--- config.mk ---
export PLATFORM = sky130hd
export DESIGN_NAME = chpt_ram
export DESIGN_NICKNAME = d
export VERILOG_FILES = /design/src/chpt_ram.sv
export SDC_FILE = /design/constraint.sdc
export NUM_CORES = 1
export LEC_CHECK = 0
export BUFFER_PORTS_ARGS = -buffer_cell sky130_fd_sc_hd__buf_4
export CAP_MARGIN = 15
export CORE_MARGIN = 8
export CORE_UTILIZATION = 55
export CTS_CLUSTER_DIAMETER = 200
export CTS_CLUSTER_SIZE = 8
export DETAILED_ROUTE_END_ITERATION = 12
export PLACE_DENSITY = 0.84
export RECOVER_POWER = 50
export SLEW_MARGIN = 10
export SYNTH_ARGS = -nofsm -noshare
export SYNTH_HDL_FRONTEND = slang
export SYNTH_SLANG_ARGS = --single-unit
--- constraint.sdc ---
create_clock -name aclk -period 3.2 [get_ports aclk]
set_input_delay 0.48 -clock aclk [delete_from_list [all_inputs] [get_ports aclk]]
set_output_delay 0.48 -clock aclk [all_outputs]
set_load 0.02 [all_outputs]
--- src/chpt_ram.sv ---
// ----------------------------------------------------------------------------
// chpt_ram: generic single-port RAM
// One address per cycle, written or read; read data is registered and shows the old word on a write.
// ----------------------------------------------------------------------------
module chpt_ram #(
    parameter int WIDTH = 8,
    parameter int DEPTH = 16
) (
    input  logic                     aclk,
    input  logic                     we,
    input  logic [$clog2(DEPTH)-1:0] addr,
    input  logic [WIDTH-1:0]         wdata,
    output logic [WIDTH-1:0]         rdata
);

    logic [WIDTH-1:0] mem_reg [DEPTH];

    // write, and registered read of the old word
    always_ff @(posedge aclk) begin
        if (we) begin
            mem_reg[addr] <= wdata;
        end
        rdata <= mem_reg[addr];
    end

endmodule

==> metrics.md, run 1 <==
| Metric | Value |
|---|---|
| Syn. warnings | 0 |
| Vias per inst | 6.34 |
| HPWL Detailed | 6260 µm |
| Clock Path Buffers | 2 |
| Post-Route WL | 10,500 µm |
| Area after DPL | 0.00533 mm² |
| Final Non-Filler Cells | 387 |
| Clock sink count | 136 |
| Core area | 0.00911 mm² |
| Crit path kind | input pin to flip-flop |
| RSZ-0062 raised after global routing | no |
| Worst R2R Start | mem_reg[2][3] |
| Slew headroom | 0.436 |
| DIE AREA | 0.0125 mm² |
| First-pass GRT wire length | 15,800 µm |
| Area leader, netlist | edfxtp_1 |
| CP arrival | 1920 ps |
| Max-Cap Viols | 0 |
| Syn avg cell area | 22.0 µm² |
| Port bufs | 21 |
| TNS Setup | 0 ps |
| Sequential fraction of the synthesis area | 0.790 |
| Final Util | 0.642 |
| Vias in the first global route | 2,559 |
| Reg clk slew, reported paths | 60 ps |
| Final cycle utilization of the critical path | 0.554 |
| Hold endpoint | mem_reg[2][0] |
| Reg2Reg Setup Slack | 1810 ps |
| Ranking of synthesized cells by area | edfxtp_1, mux4_2, dfxtp_1 |
| Met2 wire length | 5330 µm |
| Share of cells above drive strength 1 | 0.286 |
| Syn Nets | 244 |
| Share of Yosys cell area claimed by the top area cell type | 0.759 |
| First-iteration detailed-routing DRC count | 305 |
| Number of synthesized register bits | 136 |
| Req. time, crit path | 3350 ps |
| Max reg flops | 128 |
| # DRC | 0 |
| Crit end category | flip-flop |
| Status | finished, final reports clean |
| Pleak | 1.90 nW |
| Worst Skew | 6.69 ps |
| Pwr per Cell Area | 686 mW/mm² |
| FMAX | 564 MHz |
| Post-Syn Area | 0.00507 mm² |
| Area Overhead vs Synth | 15.5% |
| Count of different cell masters after synthesis | 18 |
| Setup crit start kind | input pin |
| FF-to-FF End | rdata[3] |
| Worst slack at placement | 873 ps |
| Met1 wire length | 4100 µm |
| Die X | 112 µm |
| Total number of vias | 2,452 |
| CTS root buf | clkbuf_8 |
| Initial antenna violation count | 0 |
| TritonCTS buffer count | 17 |
| Worst-path maximum fanout | 39 |
| Number of H-tree levels | 4 |
| Met3 routed WL | 714 µm |
| Post-synth ARST share | 0 |
| Reg2Reg Depth | 3 |
| Hold buffers post-CTS | 0 |
| GP Congestion | 0.802 |
| Die height | 112 µm |
| Wirelength per Cell | 27.1 µm |
| Worst skew pair latency | 520 ps |
| Cts repair resizes | 0 |
| Hold path startpoint | wdata[0] |
| Top_reg_cell synth | edfxtp_1 |
| Final setup fails | 0 |
| Top routing layer used | met4 |
| CTS tree | built |
| Fin area | 0.00585 mm² |
| Diode count | 0 |
| I/O pin cnt | 22 |
| Largest net degree at the start of global routing | 40 |
| Hold Crit Depth | 1 |
| VDD IR max | 0.428 mV |
| Final nets | 277 |
| Grt ovf | 0 |
| Least-Margin Pin Slew | 846 ps |
| Max Slew Vio Count | 0 |
| Setup bufs post-CTS | 0 |
| Hold WC Path Type | input pin to flip-flop |
| Minimum clock period | 1770 ps |
| Hold Vio Cnt, Final | 0 |
| Site Rows | 35 |
| PnR worst setup slack | 1430 ps |
| Placed insts | 355 |
| Synth cell count leaders | edfxtp_1, mux4_2, a22oi_1 |
| Post-synth EDFFs | 128 |
| Starting Density | 0.556 |
| Count leader, synth | edfxtp_1 |
| Syn Inst Count | 230 |
| Post-route ant nets | 0 |
| First-pass iteration count of the detailed router | 5 |
| GRT Total Usage | 0.179 |
-- where the power goes --
group          switching [mW]  internal, mW
logic                   0.125        0.0782
clock network           0.708          1.10
registers              0.0133          1.99
-- kinds of logic (layout without fill, tap and decap cells) --
group                  after synthesis  in the layout  share of synthesized area
AO/OA/AOI/OAI                       16             16                     0.0237
flip-flops                         136            136                      0.790
AND/OR/NAND/NOR                     35             35                     0.0321
multiplexers                        32             32                      0.142
buffers and inverters               11             57                     0.0119
-- cells in the final DEF (no fill, tap or decap), drive strengths merged --
cell and instances:
mux4 32, clkinvlp 1, clkbuf 27, dfxtp 8
edfxtp 128, nand2b 2, bufinv 2, inv 1
nor2b 2, clkinv 10, a22oi 16, and2 1
nand3 1, nand3b 2, nor3 4, nor2 13
buf 16, nand2 9, or3b 1
-- stage by stage --
step,power (mW),hold WS (ps)
finish,4.01,547
global route,4.11,559
CTS,4.04,275
detailed placement,2.25,673
global placement,2.24,676
floorplan,2.15,579
-- how the worst max path moves through the flow --
| stage | from | endpoint | slack [ps] | depth (start not counted) |
|---|---|---|---|---|
| 2_1_floorplan | addr[2] | mem_reg[0][0] | 1230 | 2 |
| 3_3_place_gp | addr[0] | mem_reg[15][6] | 920 | 3 |
| 3_5_place_dp | addr[0] | mem_reg[13][4] | 870 | 3 |
| 4_1_cts | addr[0] | mem_reg[11][4] | 1410 | 3 |
| 5_1_grt | addr[0] | mem_reg[11][4] | 1250 | 3 |
| 6_report | addr[0] | mem_reg[11][0] | 1430 | 3 |
-- per-layer routing --
metal	GRT usage	vias up
li1	-	1029
met1	0.221	1263
met2	0.287	137
met3	0.0460	23
met4	0.0953	0
met5	0	-
-- critical path, cell delays in order --
cell     delay (ps)
buf_4           530
nand2_1         280
nor2_1          600
-- area by class of cell --
type	count	area, µm²
clock inverters	14	133
flip-flops and latches	136	4000
repair buffers	25	154
multi-input cells	83	1000
clock buffers	18	418
fillers	566	3260
well taps	111	139
No activity file was read; power rests on OpenSTA's default activity.
==> run 2: changes to the inputs <==
- ABC_AREA: not set -> 1
- clock period: 3.2 -> 1.7 ns (I/O delays scaled with it)
==> metrics.md, run 2 <==
| Metric | Value |
|---|---|
| Crit path kind | flip-flop to output pin |
| Clock sink count | 136 |
| First-iteration detailed-routing DRC count | 364 |
| Syn avg cell area | 10.2 µm² |
| Diode count | 0 |
| CP top delay family | flip-flops |
| Worst R2R Start | mem_reg[13][1] |
| Grt ovf | 0 |
| Largest net degree at the start of global routing | 35 |
| Hold endpoint | rdata[4] |
| Clock Path Buffers | 2 |
| Cts repair resizes | 0 |
| Top_reg_cell synth | edfxtp_1 |
| Pleak | 2.84 nW |
| Area Overhead vs Synth | 17.5% |
| Hold WC Path Type | input pin to flip-flop |
| Worst Skew | 4.16 ps |
| Area leader, netlist | edfxtp_1 |
| TritonCTS buffer count | 17 |
| Hold Vio Cnt, Final | 0 |
| First-pass GRT wire length | 19,200 µm |
| Reg2Reg Depth | 8 |
| Port bufs | 21 |
| Hold Crit Depth | 7 |
| Vias per inst | 5.27 |
| Share of Yosys cell area claimed by the top area cell type | 0.687 |
| CTS root buf | clkbuf_8 |
| Status | finished, final reports clean |
| Max Slew Vio Count | 0 |
| VDD IR max | 0.653 mV |
| # DRC | 0 |
| Final nets | 605 |
| CP arrival | 960 ps |
| Post-route ant nets | 0 |
| Combinational share of power | 0.063 |
| Worst skew pair latency | 520 ps |
| Slowest-stage cell, CP | dfxtp_1 |
| WP buf/inv | 1 |
| Net Sw Power | 1.69 mW |
| Post-Syn Area | 0.00559 mm² |
| Commonest cells after routing, fill and taps aside | nand2_1, edfxtp_1, buf_4, inv_1, nor2_1 |
| TNS Setup | 0 ps |
| Setup bufs post-CTS | 0 |
| Cell Int Power | 6.26 mW |
| Syn Inst Count | 548 |
| Total number of vias | 3,893 |
| Post-synth EDFFs | 128 |
| # fillers | 734 |
| CP peak stage delay | 300 ps |
| Clock power frac | 0.462 |
| Setup crit start kind | flip-flop |
| Crit path cell chain | buf_4 |
| Core area | 0.0101 mm² |
| Reg clk slew, reported paths | 60 ps |
| Count of different cell masters after synthesis | 11 |
| Minimum clock period | 1210 ps |
| Switch share | 0.212 |
| Die X | 117 µm |
| Syn Nets | 562 |
| I/O pin cnt | 22 |
| FF-to-FF End | rdata[1] |
| Starting Density | 0.554 |
| Initial antenna violation count | 0 |
| Syn. warnings | 0 |
| Least-Margin Pin Slew | 933 ps |
| Final setup fails | 0 |
| Post-synth ARST share | 0 |
| Synth cell count leaders | nand2_1, edfxtp_1, inv_1 |
| Die height | 117 µm |
| Max reg flops | 128 |
| Site Rows | 37 |
| Slew headroom | 0.378 |
| Hold buffers post-CTS | 0 |
| Count leader, synth | nand2_1 |
| Reg2Reg Setup Slack | 650 ps |
| Max-Cap Viols | 0 |
| Wirelength per Cell | 16.5 µm |
| HPWL Detailed | 7540 µm |
| Pwr per Cell Area | 1210 mW/mm² |
| DIE AREA | 0.0137 mm² |
| CTS tree | built |
| First-pass iteration count of the detailed router | 7 |
| Share of cells above drive strength 1 | 0.111 |
| GRT Total Usage | 0.193 |
| Vias in the first global route | 3,939 |
| Worst hold slack | 320 ps |
| Post-Route WL | 12,200 µm |
| GP Congestion | 0.848 |
| RSZ-0062 raised after global routing | no |
| Number of H-tree levels | 4 |
| Final cycle utilization of the critical path | 0.713 |
| Hold path startpoint | addr[3] |
| Sequential fraction of the synthesis area | 0.716 |
| Worst-path maximum fanout | 1 |
| Number of synthesized register bits | 136 |
| FMAX | 825 MHz |
| Commonest non-fill, non-tap cell in the layout | nand2_1 |
| Crit end category | output pin |
| Req. time, crit path | 1440 ps |
| Sequential Power Share | 0.474 |
| Ranking of synthesized cells by area | edfxtp_1, nand2_1, dfxtp_1 |
[run 2: logic make-up after synthesis]
group,count (synthesis),synth area share
AND/OR/NAND/NOR,368,0.248
flip-flops,136,0.716
buffers and inverters,44,0.0362
[run 2: worst min-delay path: cells and delay by family]
kind	cells	cell delay, ps
buffers and inverters	3	300
AND/OR/NAND/NOR	4	220
[run 2: worst max path at each step]
stage	startpoint	end	depth (start not counted)
floorplan	addr[1]	mem_reg[3][0]	4
global placement	addr[0]	mem_reg[10][2]	5
detailed placement	addr[0]	mem_reg[2][7]	5
CTS	rdata[3]	rdata[3]	1
global route	rdata[6]	rdata[6]	1
finish	rdata[1]	rdata[1]	1
[run 2: power by group through the flow]
| stage | clock, mW | combinational (mW) | sequential (mW) |
|---|---|---|---|
| after floorplan | 0 | 0.258 | 3.87 |
| after global placement | 0 | 0.487 | 3.84 |
| after detailed placement | 0 | 0.504 | 3.84 |
| after CTS | 3.70 | 0.514 | 3.77 |
| after global routing | 3.83 | 0.558 | 3.78 |
| final | 3.67 | 0.505 | 3.77 |
[run 2: layout make-up]
type,instances,area (µm²),area share
inverters,23,86.3,0.0131
repair buffers,45,329,0.0501
clock buffers,18,418,0.0636
multi-input cells,368,1390,0.211
flip-flops and latches,136,4000,0.609
well taps,136,170,0.0259
clock inverters,13,180,0.0274
[run 2: per-stage QoR]
step | instance area [µm²] | cells | utilization | worst slack (ps) | power [mW]
after floorplan | 5590 | 548 | - | 67.8 | 4.12
after global placement | 6010 | 708 | 0.595 | 178 | 4.32
after detailed placement | 6010 | 708 | 0.595 | 107 | 4.34
after CTS | 6610 | 739 | 0.655 | 468 | 7.98
after global routing | 6570 | 739 | 0.651 | 436 | 8.17
final | 6570 | 739 | 0.651 | 488 | 7.95
[run 2: layer usage]
metal  vias up  part of all wire  GRT usage
met1      1826              0.38      0.233
met3        26             0.089     0.0416
met2       205              0.51      0.325
li1       1836                 -          -
met5         -                 0          0
met4         0             0.025     0.0896
